<file path="src/hdl/bn_inf_pkg.sv">
package bn_inf_pkg;

   // configuration register indexes
   localparam logic [1:0] REG_CHANNEL_COUNT = 2'd0;
   localparam logic [1:0] REG_UNIT_COUNT    = 2'd1;
   localparam logic [1:0] REG_EPSILON       = 2'd2;

   // item kinds carried in req_tuser
   localparam logic OP_LOAD   = 1'b0;
   localparam logic OP_SAMPLE = 1'b1;

   // iteration counts of the factor units
   localparam int DIV_STEPS  = 49;
   localparam int ROOT_STEPS = 16;

   // request payload width: channel_index, scale, bias, mean, variance, sample
   localparam int REQ_BITS = 96;

   typedef struct packed {
      logic load_start;
      logic square;
      logic div_step;
      logic root_start;
      logic root_step;
      logic store;
      logic sample_start;
      logic mult;
      logic out_load;
   } cmd_type;

   typedef struct packed {
      logic out_blocked;
   } status_type;

endpackage

</file>
<file path="src/hdl/bn_inf_ctrl.sv">
module bn_inf_ctrl (
   input  logic                   clock,
   input  logic                   reset,
   input  logic                   req_tvalid,
   input  logic                   req_op,
   output logic                   req_tready,
   input  bn_inf_pkg::status_type status,
   output bn_inf_pkg::cmd_type    cmd
);

   typedef enum logic [3:0] {
      ST_IDLE, ST_SQUARE, ST_DIVIDE, ST_ROOT_INIT, ST_ROOT, ST_STORE, ST_MULT, ST_FINISH
   } state_type;

   state_type  state_ff;
   logic [5:0] cnt_ff;

   always_ff @(posedge clock) begin
      if (reset) begin
         state_ff <= ST_IDLE;
         cnt_ff   <= '0;
      end else begin
         unique case (state_ff)
            ST_IDLE: begin
               if (req_tvalid) begin
                  state_ff <= (req_op == bn_inf_pkg::OP_LOAD) ? ST_SQUARE : ST_MULT;
               end
            end
            ST_SQUARE: begin
               state_ff <= ST_DIVIDE;
               cnt_ff   <= '0;
            end
            ST_DIVIDE: begin
               cnt_ff <= cnt_ff + 6'd1;
               if (cnt_ff == 6'(bn_inf_pkg::DIV_STEPS - 1)) begin
                  state_ff <= ST_ROOT_INIT;
               end
            end
            ST_ROOT_INIT: begin
               state_ff <= ST_ROOT;
               cnt_ff   <= '0;
            end
            ST_ROOT: begin
               cnt_ff <= cnt_ff + 6'd1;
               if (cnt_ff == 6'(bn_inf_pkg::ROOT_STEPS - 1)) begin
                  state_ff <= ST_STORE;
               end
            end
            ST_STORE: state_ff <= ST_IDLE;
            ST_MULT:  state_ff <= ST_FINISH;
            ST_FINISH: begin
               if (!status.out_blocked) begin
                  state_ff <= ST_IDLE;
               end
            end
            default: state_ff <= ST_IDLE;
         endcase
      end
   end

   assign req_tready = (state_ff == ST_IDLE);

   always_comb begin
      cmd              = '0;
      cmd.load_start   = (state_ff == ST_IDLE) && req_tvalid && (req_op == bn_inf_pkg::OP_LOAD);
      cmd.sample_start = (state_ff == ST_IDLE) && req_tvalid && (req_op == bn_inf_pkg::OP_SAMPLE);
      cmd.square       = (state_ff == ST_SQUARE);
      cmd.div_step     = (state_ff == ST_DIVIDE);
      cmd.root_start   = (state_ff == ST_ROOT_INIT);
      cmd.root_step    = (state_ff == ST_ROOT);
      cmd.store        = (state_ff == ST_STORE);
      cmd.mult         = (state_ff == ST_MULT);
      cmd.out_load     = (state_ff == ST_FINISH) && !status.out_blocked;
   end

endmodule

</file>
<file path="config.mk">
export PLATFORM = sky130hd
export DESIGN_NAME = bn_inf_ctrl
export DESIGN_NICKNAME = d
export VERILOG_FILES = /design/src/hdl/bn_inf_pkg.sv /design/src/hdl/bn_inf_ctrl.sv
export SDC_FILE = /design/constraint.sdc
export NUM_CORES = 1
export LEC_CHECK = 0
export ABC_AREA = 1
export BUFFER_PORTS_ARGS = -buffer_cell sky130_fd_sc_hd__buf_2
export CORE_UTILIZATION = 45
export DETAILED_ROUTE_END_ITERATION = 6
export PLACE_DENSITY = 0.71
export RECOVER_POWER = 50
export SYNTH_ARGS = -nofsm -noshare
export SYNTH_HDL_FRONTEND = slang
export SYNTH_SLANG_ARGS = --single-unit
</file>
<file path="constraint.sdc">
create_clock -name clock -period 1.23 [get_ports clock]
set_input_delay 0 -clock clock [delete_from_list [all_inputs] [get_ports clock]]
set_output_delay 0 -clock clock [all_outputs]
set_load 0.01 [all_outputs]
</file>
# --- After elaboration in Yosys (flattened, before gate mapping) ---
# Cells that the tools add are included.
word_totals:
  regBits: 10
  inputBits: 5
  output_inout_bits: 10
  wordCells: 34
op_classes:
  add_sub_neg: 1
  eq_ne: 13
  n_mux: 7
  bitwise: 1
  reduce_logical: 10
op_table:
  columns: ["cell", "n"]
  rows:
  - ["4-bit case mux with 7 select lines", 1]
  - ["4-bit by 3-bit == test with 1-bit output (second input constant)", 4]
  - ["4-bit 2-to-1 mux", 4]
  - ["6-bit case mux with 2 select lines", 1]
  - ["4-bit by 2-bit == test with 1-bit output (second input constant)", 2]
  - ["6-bit by 1-bit adder with 6-bit output (second input constant)", 1]
  - ["6-bit by 4-bit == test with 1-bit output (second input constant)", 1]
  - ["6-bit == test (second input constant)", 1]
  - ["4-bit by 1-bit == test with 1-bit output (second input constant)", 1]
  - ["1-bit logical AND", 4]
  - ["4-bit zero test", 1]
  - ["2-bit by 1-bit != test with 1-bit output (second input constant)", 2]
  - ["2-bit != test (second input constant)", 2]
  - ["4-bit AND reduction", 1]
  - ["2-bit OR reduction", 2]
  - ["3-bit 2-to-1 mux", 1]
  - ["2-bit nonzero test", 1]
  - ["1-bit zero test", 1]
  - ["1-bit inverter", 1]

# --- Logic depth before layout (Yosys ltp) ---
# Gate-level depths: netlist (run 1).
depth:
  ltp_word: 3
  mapped_depth: 9

# --- Least setup slack after synthesis (run 1) ---
# No wires, ideal clock.
synth_timing:
  kind: "flip-flop to flip-flop"
  from: "register cnt_ff[0]"
  to: "register state_ff[0]"
  t_arrival_ns: 1.145
  setup_slack_ns: 0.023
  stages_incl_launch_ff: 9
  path_buffers: 0
  period_less_slack_ns: 1.207
  cell_sequence: "dfxtp_1 -> ha_1 -> nand2_1 -> nor2_1 -> nand2_1 -> nand2_4 -> nand3_4 -> and2_4 -> nor2_2"
synth_between:
  elab_chain_cells: 3
  word_cells_on_any_way: 5
synth_rtl:
  columns: ["element", "line_no", "source"]
  rows:
  - ["start: declaration", "bn_inf_ctrl.sv:16", "logic [5:0] cnt_ff;"]
  - ["start signal: assignment", "bn_inf_ctrl.sv:34", "cnt_ff <= cnt_ff + 6'd1;"]
  - ["start signal: assignment", "bn_inf_ctrl.sv:44", "cnt_ff <= cnt_ff + 6'd1;"]
  - ["6-bit == test / 6-bit by 4-bit == test with 1-bit output (equally long branches)", "bn_inf_ctrl.sv:35, bn_inf_ctrl.sv:45", null]
  - ["2-bit by 1-bit != test with 1-bit output (no line)", null, null]
  - ["4-bit AND reduction (no line) (*)", null, null]
  - ["end signal: assignment", "bn_inf_ctrl.sv:26", "state_ff <= (req_op == bn_inf_pkg::OP_LOAD) ? ST_SQUARE : ST_MULT;"]
  - ["end: declaration", "bn_inf_ctrl.sv:15", "state_type state_ff;"]
# Mark *: on every way between the ends. The rest lies on a longest branch, timed or not.
# A chain may end at the register's enable or synchronous reset.

==> flow_metrics.tcl, run 1 <==
set metrics [dict create \
    status "finished with violations" \
    violations "setup timing" \
    insertion_delay_ps 270 \
    synth_area_sq_um 636 \
    period_share 1.05 \
    path_max_fanout 7 \
    rsz0062_at_grt "yes" \
    crit_type "register to output pin" \
    synth_ff_type "dfxtp_1" \
    num_vias 733 \
    boundaryPins 15 \
    fp.dieH_microns 39.6 \
    drt_iter0_markers 40 \
    cts_root_buf "clkbuf_4" \
    grt_pass1_vias 574 \
    power.density_mw_per_mm2 2220 \
    grtUsageTotal 0.239 \
    clockBufferDepth 2 \
    crit_path_end_kind "output pin" \
    pre_cts_ws_ps -44.1 \
    min_path_type "input port to register" \
    cap_viol_max_count 0 \
    routabilityCongestion 0.869 \
    finalWirelength_mm 1.86 \
    synth_edf_count 0 \
    drcViolationCount 0 \
    finalClockSkew_ps 3.21 \
    core_sq_mm 0.00130 \
    ys_types 23 \
    cts.sinks 9 \
    multi_input_area_sq_um 487 \
    grt_overflow 0 \
    viasPerCell 5.06 \
    synth-compound-area-share 0.0787 \
    htree_levels 1 \
    layoutNonFillerInstCount 145 \
    area_delta_synth_final_pct 56.3 \
    slew_viol_final 0 \
    cts_made_buffers 3 \
    port_buffers 14 \
    relSlewSlack 0.855 \
    die_area_sq_mm 0.00157 \
    row_count 13 \
    fin_nets 138 \
    drive_gt1_frac 0.538 \
    fill_cells 96 \
    synth-simple-area-share 0.508 \
    wl_per_cell_microns 12.8 \
    synthAdderAreaFrac 0.0394 \
    setup_viol 2 \
    worst_slack_ps -58.7 \
    yosys_warnings 0 \
    antenna_cells 0 \
    drt_first_pass_iters 4 \
    tritoncts "done" \
    synthMuxAreaShare 0 \
    finalHoldViolCount 0 \
    max_freq_ghz 0.776 \
    max_slew.worst_pin.slew_ps 216 \
    synth.most_common_cell "nand2_1" \
    syn_nets 103 \
    clk_pin_slew_worst_paths_ps 70 \
    area.sequential_sq_um 194 \
    initial_core_util 0.488 \
    antenna_found_initial 0 \
    synth_area_leaders "dfxtp_1 28%, nand2_1 15%, nor2_1 8.3%" \
    period_minus_slack_ps 1290 \
    fp.dieW_microns 39.6 \
    p_leak_uw 0.000481 \
    peakVddDrop_uv 1630 \
    final_antenna_net_count 0 \
    yosys.area.top_type "dfxtp_1" \
    synth.top_cell.area_share 0.283 \
    synthTopCellsByCount "26 x nand2_1, 14 x nor2_1, 9 x dfxtp_1, 9 x inv_1" \
    p_total_uw 2210 \
    netlist_instances 96 \
    worstPathArrival_ps 1290 \
    syn_area_per_cell_sq_um 6.62 \
    synthXorXnorAreaFrac 0 \
    ys_seq_area_frac 0.283 \
    synthArstFlopShare 0 \
    synth_top_family_by_area "simple AND/OR/NAND/NOR gates" \
    grt_pass1_wl_mm 2.39 \
    critPathRequiredTime_ps 1230 \
    grt_max_degree 8 \
    dp_cells 132 \
    startpoint_type "register" \
    hpwl_mm 1.12 \
    synth.ff_latch_count 9 \
]
==> flip-flops by register name, indices dropped and copies added (netlist names) <==
signal    count
cnt_ff        6
state_ff      3
==> final timing paths <==
path                                  from                  endpoint  slack [ps]  cells after the start
hold / removal                      req_op  state_ff[0]$_SDFFE_PP0P_         170                      5
setup reg to reg    cnt_ff[0]$_SDFFE_PP0P_    cnt_ff[5]$_SDFFE_PP0P_           0                      9
hold reg to reg     cnt_ff[3]$_SDFFE_PP0P_    cnt_ff[3]$_SDFFE_PP0P_         520                      2
setup / recovery  state_ff[1]$_SDFFE_PP0P_                    cmd[0]         -60                      4
==> routing by layer <==
layer  vias up  GRT usage  wire (microns)
met2        18      0.377             999
met1       341      0.286             781
li1        372          -               -
met4         0      0.147              14
met3         2     0.0568              64
met5         -          0               0
==> through the flow <==
stage          cell area (sq um)  setup TNS (ps)  hold slack [ps]  utilization
2_1_floorplan                636               0             47.5            -
3_3_place_gp                 777               0              229        0.597
3_5_place_dp                 777            -104              229        0.597
4_1_cts                      866           -26.9             58.2        0.665
5_1_grt                      993            -339              165        0.763
6_report                     993           -58.8              166        0.763
==> cell families (layout without fill, tap and decap cells) <==
kind of cell / count (synthesis) / count (layout)
adder cells (fa/ha/maj): 2 / 2
AND/OR/NAND/NOR: 61 / 61
buffers and inverters: 15 / 49
AO/OA/AOI/OAI: 9 / 9
flip-flops: 9 / 9
==> layout by cell type (no fill, tap or decap) <==
cell type	n
nand2_1	20
buf_2	13
nor2_1	11
buf_4	11
inv_1	8
nand2_2	5
a21oi_1	5
inv_2	4
nor2_2	4
nand3_2	4
nand2_4	4
clkbuf_4	4
dfxtp_1	4
inv_4	3
nand3_1	3
buf_6	3
dfxtp_4	3
nor2_4	2
o21ai_0	2
ha_4	2
dfxtp_2	2
nor3_4	1
nor3_1	1
nor4_4	1
and3_1	1
a22oi_1	1
nor3_2	1
nand4_1	1
nand3_4	1
o211ai_1	1
and2_4	1
clkinv_2	1
dlygate4sd3_1	1
clkbuf_1	1
==> repair_timing <==
item | CTS | global route
hold buffers | 1 | 0
setup endpoints to repair | 10 | 10
endpoints found under the hold margin | 3 | 0
setup buffers | 3 | 5
pin swaps | 1 | 12
gates resized for setup | 13 | 24
==> cell type report <==
type,instances,area share
multi-input cells,72,0.490
repair buffers,30,0.204
flip-flops and latches,9,0.195
inverters,15,0.0642
clock buffers,3,0.0227
well taps,15,0.0189
clock inverters,1,0.00504
==> power breakdown <==
group | total [uW] | internal (uW) | switching (uW)
Combinational | 1440 | 671 | 769
Sequential | 530 | 387 | 142
Clock | 235 | 120 | 114
==> critical path: stages (launching register included) <==
cell     delay [ps]
dfxtp_4         420
inv_4            50
buf_6           120
nor4_4          260
buf_2           170
Power figures use the tool's default switching activity.
==> run 2: changes to the inputs <==
RECOVER_POWER = unset   (was 50)
==> run 2 against run 1 <==
The run still ends with setup timing left. Die area did not move. Final area is 0.63% higher. Cell count did not move. Setup slack lost 2.0 ps. Clock skew about the same. Clock-buffer cell count stayed put. Via count shrank 0.41%. Sequential share of layout area down 0.12 points. Flip-flop and latch count stayed put. Highest routed layer unchanged.
==> flow_metrics.tcl, run 2 (synthesis results as in run 1) <==
set metrics [dict create \
    critPathTopFamily "flip-flops" \
    critPathRequiredTime_ps 1230 \
    r2r_cells 9 \
    dp_cells 132 \
    path_max_fanout 7 \
    pre_cts_ws_ps -44.1 \
    grt_max_degree 8 \
    power.density_mw_per_mm2 2240 \
    drt_first_pass_iters 4 \
    period_minus_slack_ps 1290 \
    fp.dieW_microns 39.6 \
    boundaryPins 15 \
    num_vias 730 \
    clk_pin_slew_worst_paths_ps 70 \
    drcViolationCount 0 \
    p_leak_uw 0.000485 \
    grtUsageTotal 0.239 \
    cts.sinks 9 \
    largestRegisters "cnt_ff: 6 flops, state_ff: 3 flops" \
    row_count 13 \
    startpoint_type "register" \
    port_buffers 14 \
    drt_iter0_markers 36 \
    die_area_sq_mm 0.00157 \
    hold_slack_ps 165 \
    crit_path_end_kind "output pin" \
    finalClockSkew_ps 3.32 \
    min_path_type "input port to register" \
    whs_path_depth 5 \
    hpwl_mm 1.12 \
    cts_root_buf "clkbuf_4" \
    setup_viol 1 \
    path_buf_inv 3 \
    final_antenna_net_count 0 \
    finalHoldViolCount 0 \
    tns_ps -60.7 \
    cap_viol_max_count 0 \
    critPathMaxStageDelay_ps 420 \
    rsz0062_at_grt "yes" \
    core_sq_mm 0.00130 \
    routabilityCongestion 0.869 \
    tritoncts "done" \
    max_freq_ghz 0.775 \
    status "finished with violations" \
    finalWirelength_mm 1.86 \
    crit_type "register to output pin" \
    mostFrequentLayoutCell "nand2_1" \
    relSlewSlack 0.854 \
    initial_core_util 0.488 \
    peakVddDrop_uv 1640 \
    viasPerCell 5.03 \
    final_util 0.768 \
    cts_made_buffers 3 \
    largest-register "cnt_ff" \
    area_delta_synth_final_pct 57.3 \
    slowest_stage "dfxtp_4" \
    antenna_cells 0 \
    worstPathCellList "inv_4, buf_6, nor4_4, buf_2" \
    violations "setup timing" \
    max_slew.worst_pin.slew_ps 217 \
    slew_viol_final 0 \
    worst_slack_ps -60.7 \
    grt_pass1_vias 574 \
    path_depth 4 \
    wl_per_cell_microns 12.8 \
    insertion_delay_ps 270 \
    grt_overflow 0 \
    period_share 1.05 \
    final_cell_mix "20 x nand2_1, 14 x buf_2, 12 x buf_4, 11 x nor2_1, 7 x inv_1" \
    fp.dieH_microns 39.6 \
    antenna_found_initial 0 \
    fin_nets 138 \
    grt_pass1_wl_mm 2.39 \
    drive_gt1_frac 0.554 \
    clockBufferDepth 2 \
    layoutNonFillerInstCount 145 \
    worstPathArrival_ps 1290 \
    largest_reg_flops 6 \
    htree_levels 1 \
]
## run 2: routing by layer
metal,global-route usage,wire [microns],vias to the layer above
met5,0,0,-
met4,0.147,14,0
met3,0.0568,78,2
met2,0.377,1000,16
met1,0.286,766,340
li1,-,-,372
## run 2: per-stage QoR
stage / power [uW] / area [sq um]
after floorplan: 1180 / 636
after global placement: 1530 / 777
after detailed placement: 1550 / 777
after CTS: 1880 / 866
after global routing: 2390 / 1000
final: 2240 / 1000
## run 2: final cells by class
type | instances | area [sq um]
Clock buffer | 3 | 22.5
Fill cell | 95 | 302
Inverter | 15 | 63.8
Clock inverter | 1 | 5.00
Tap cell | 15 | 18.8
Timing Repair Buffer | 30 | 204
Multi-Input combinational cell | 72 | 492
Sequential cell | 9 | 194
## run 2: worst register-to-register path, stage by stage (launching register included)
cell and delay [ps]:
dfxtp_2 350, buf_4 120, buf_4 100, nand2_1 50, nor2_1 130, nand2_1 80
nor2_1 120, nand2_1 60, nand2_1 50, nor2_1 40
## run 2: timing repair
action / CTS / global route
hold endpoints to repair: 3 / 0
gates cloned: 0 / 0
resized for setup: 13 / 24
endpoints found under the setup margin: 10 / 10
pin swaps: 1 / 12
buffers inserted: 3 / 5
hold buffers: 1 / 0
## run 2: power by group
| part | switching (uW) | internal, uW | total, uW |
|---|---|---|---|
| registers | 145 | 387 | 532 |
| logic | 784 | 686 | 1470 |
| clock network | 113 | 120 | 234 |
## run 2: final timing paths
check | start | end | slack [ps]
worst max-delay path | state_ff[1]$_SDFFE_PP0P_ | cmd[0] | -60
worst max register to register | cnt_ff[0]$_SDFFE_PP0P_ | cnt_ff[5]$_SDFFE_PP0P_ | 10
worst min register to register | cnt_ff[3]$_SDFFE_PP0P_ | cnt_ff[3]$_SDFFE_PP0P_ | 520
worst min-delay path | req_op | state_ff[0]$_SDFFE_PP0P_ | 160
==> run 3: changes to the inputs <==
==> constraint.sdc (replaced) <==
create_clock -name clock -period 1.23 [get_ports clock]
set_input_delay 0 -clock clock [delete_from_list [all_inputs] [get_ports clock]]
set_output_delay 0 -clock clock [all_outputs]
set_load 0.1 [all_outputs]
==> run 3 against run 2 <==
Largest power group unchanged. Sequential share of layout area decreased by 3.7 points. First-iteration DRC count grew 100%. The run still ends with setup timing left. Maximum frequency shrank 10%. Global-route usage rose by 9.3 points.
==> flow_metrics.tcl, run 3 (synthesis results as in run 1) <==
set metrics [dict create \
    core_sq_mm 0.00130 \
    tns_ps -1340 \
    fp.dieH_microns 39.6 \
    htree_levels 1 \
    r2r_slack_ps -210 \
    crit_type "register to register" \
    final_cell_mix "19 x nand2_1, 14 x buf_4, 10 x buf_12, 8 x nor2_1" \
    crit_end "state_ff[1]$_SDFFE_PP0P_" \
    fill_cells 37 \
    critPathRequiredTime_ps 1390 \
    antenna_found_initial 0 \
    wl_per_cell_microns 21.3 \
    antenna_cells 0 \
    period_share 1.17 \
    r2r_cells 8 \
    insertion_delay_ps 280 \
    drive_gt1_frac 0.617 \
    grt_max_degree 8 \
    grtUsageTotal 0.331 \
    cts_made_buffers 3 \
    violations "setup timing" \
    port_buffers 14 \
    rsz0062_at_grt "yes" \
    viasPerCell 6.14 \
    peakVddDrop_uv 2600 \
    busiest_layer "met2" \
    largest-register "cnt_ff" \
    worst_slack_ps -207 \
    worstPathArrival_ps 1590 \
    cts_root_buf "clkbuf_4" \
    place_area_sq_um 987 \
    p_comb_frac 0.781 \
    p_leak_uw 0.000525 \
    largestRegisters "cnt_ff: 6 flops, state_ff: 3 flops" \
    area.sequential_sq_um 194 \
    power.density_mw_per_mm2 2880 \
    cap_viol_max_count 0 \
    tritoncts "done" \
    setup_viol 16 \
    p_switching_uw 1990 \
    met3_usage 0.125 \
    finalHoldViolCount 0 \
    clockBufferDepth 2 \
    boundaryPins 15 \
    cts.sinks 9 \
    crit_path_end_kind "register" \
    area_delta_synth_final_pct 94.5 \
    finalClockSkew_ps 15.1 \
    slew_viol_final 0 \
    internal-power_uw 1570 \
    fin_nets 141 \
    min_path_type "input port to register" \
    p_sw_frac 0.559 \
    max_freq_ghz 0.696 \
    use_met1 0.418 \
    row_count 13 \
    hpwl_mm 1.27 \
    use_met2 0.508 \
    path_max_fanout 7 \
    final_util 0.950 \
    clk_pin_slew_worst_paths_ps 70 \
    startpoint_type "register" \
    fp.dieW_microns 39.6 \
    initial_core_util 0.488 \
    largest_reg_flops 6 \
    num_vias 908 \
    die_area_sq_mm 0.00157 \
    mostFrequentLayoutCell "nand2_1" \
    drt_first_pass_iters 5 \
    drcViolationCount 0 \
    p_clk_frac 0.067 \
    grt_overflow 0 \
    multi_input_area_sq_um 543 \
    routabilityCongestion 0.810 \
    critPathLaunch "state_ff[2]$_SDFFE_PP0P_" \
    grt_pass1_wl_mm 3.33 \
    drt_iter0_markers 73 \
    grt_pass1_vias 700 \
    reg2reg_from "state_ff[2]$_SDFFE_PP0P_" \
    r2r_end "state_ff[1]$_SDFFE_PP0P_" \
    finalWirelength_mm 3.15 \
    final_antenna_net_count 0 \
    relSlewSlack 0.802 \
    design_area_sq_mm 0.00124 \
    max_slew.worst_pin.slew_ps 295 \
    pwr-share-seq 0.151 \
    status "finished with violations" \
    period_minus_slack_ps 1440 \
]
==> run 3: cell types whose count changed in the layout (fill, tap and decap cells not counted), moves of 2 or more <==
cell,before,now
a21oi_2,0,2
inv_2,5,3
buf_2,14,4
nand3_2,4,2
nor2_4,3,6
a21oi_1,5,3
buf_4,12,14
nor2_1,11,8
buf_12,0,10
==> run 3: what timing repair did <==
action                     in CTS  in global routing
hold endpoints to repair        3                  0
resized for setup              27                 11
hold buffers                    1                  0
buffers inserted               12                  1
pin swaps                      14                 10
setup endpoints to repair      13                 17
==> run 3: layout make-up <==
| class | instances | area share |
|---|---|---|
| clock buffer | 4 | 0.0213 |
| timing repair buffer | 33 | 0.308 |
| sequential | 9 | 0.157 |
| multi-input combinational | 72 | 0.439 |
| inverter | 15 | 0.0597 |
| tap | 15 | 0.0152 |
==> run 3: critical path, cell delays in order, from the launching register on <==
cell and delay (ps):
dfxtp_4 400, nor2_1 220, nand3_1 140, nand2_1 120
clkinv_2 90, nand3_4 120, nand2_1 90, nand2_1 90
nor2_1 50
==> run 3: power groups by stage <==
stage / Combinational [uW] / Sequential (uW) / Clock, uW
after floorplan: 1450 / 470 / 0
after global placement: 2120 / 488 / 0
after detailed placement: 2150 / 492 / 0
after CTS: 2500 / 509 / 248
after global routing: 2850 / 538 / 263
final: 2780 / 538 / 240
==> run 3: layer usage <==
| metal | share of wire | wire (microns) | vias up |
|---|---|---|---|
| met3 | 0.10 | 327 | 38 |
| met1 | 0.34 | 1060 | 403 |
| li1 | - | - | 380 |
| met4 | 0.091 | 285 | 0 |
| met2 | 0.47 | 1470 | 87 |
| met5 | 0 | 0 | - |
==> run 3: worst min-delay path by stage <==
stage | start | end | slack (ps) | cells past startpoint
after global routing | req_op | state_ff[0]$_SDFFE_PP0P_ | 280 | 5
after CTS | req_op | state_ff[0]$_SDFFE_PP0P_ | 220 | 5
after floorplan | reset | cnt_ff[0]$_SDFFE_PP0P_ | 70 | 1
after global placement | reset | cnt_ff[0]$_SDFFE_PP0P_ | 230 | 2
after detailed placement | reset | cnt_ff[0]$_SDFFE_PP0P_ | 230 | 2
final | req_op | state_ff[0]$_SDFFE_PP0P_ | 260 | 5
==> run 3: metrics by stage <==
stage	setup slack [ps]	total power (uW)	hold slack, ps	std cells
after global routing	-216	3650	283	148
after CTS	-64.3	3260	222	148
after detailed placement	-76.9	2640	228	132
after global placement	-1.51	2610	225	132
final	-207	3560	257	148
after floorplan	-720	1920	69.1	96
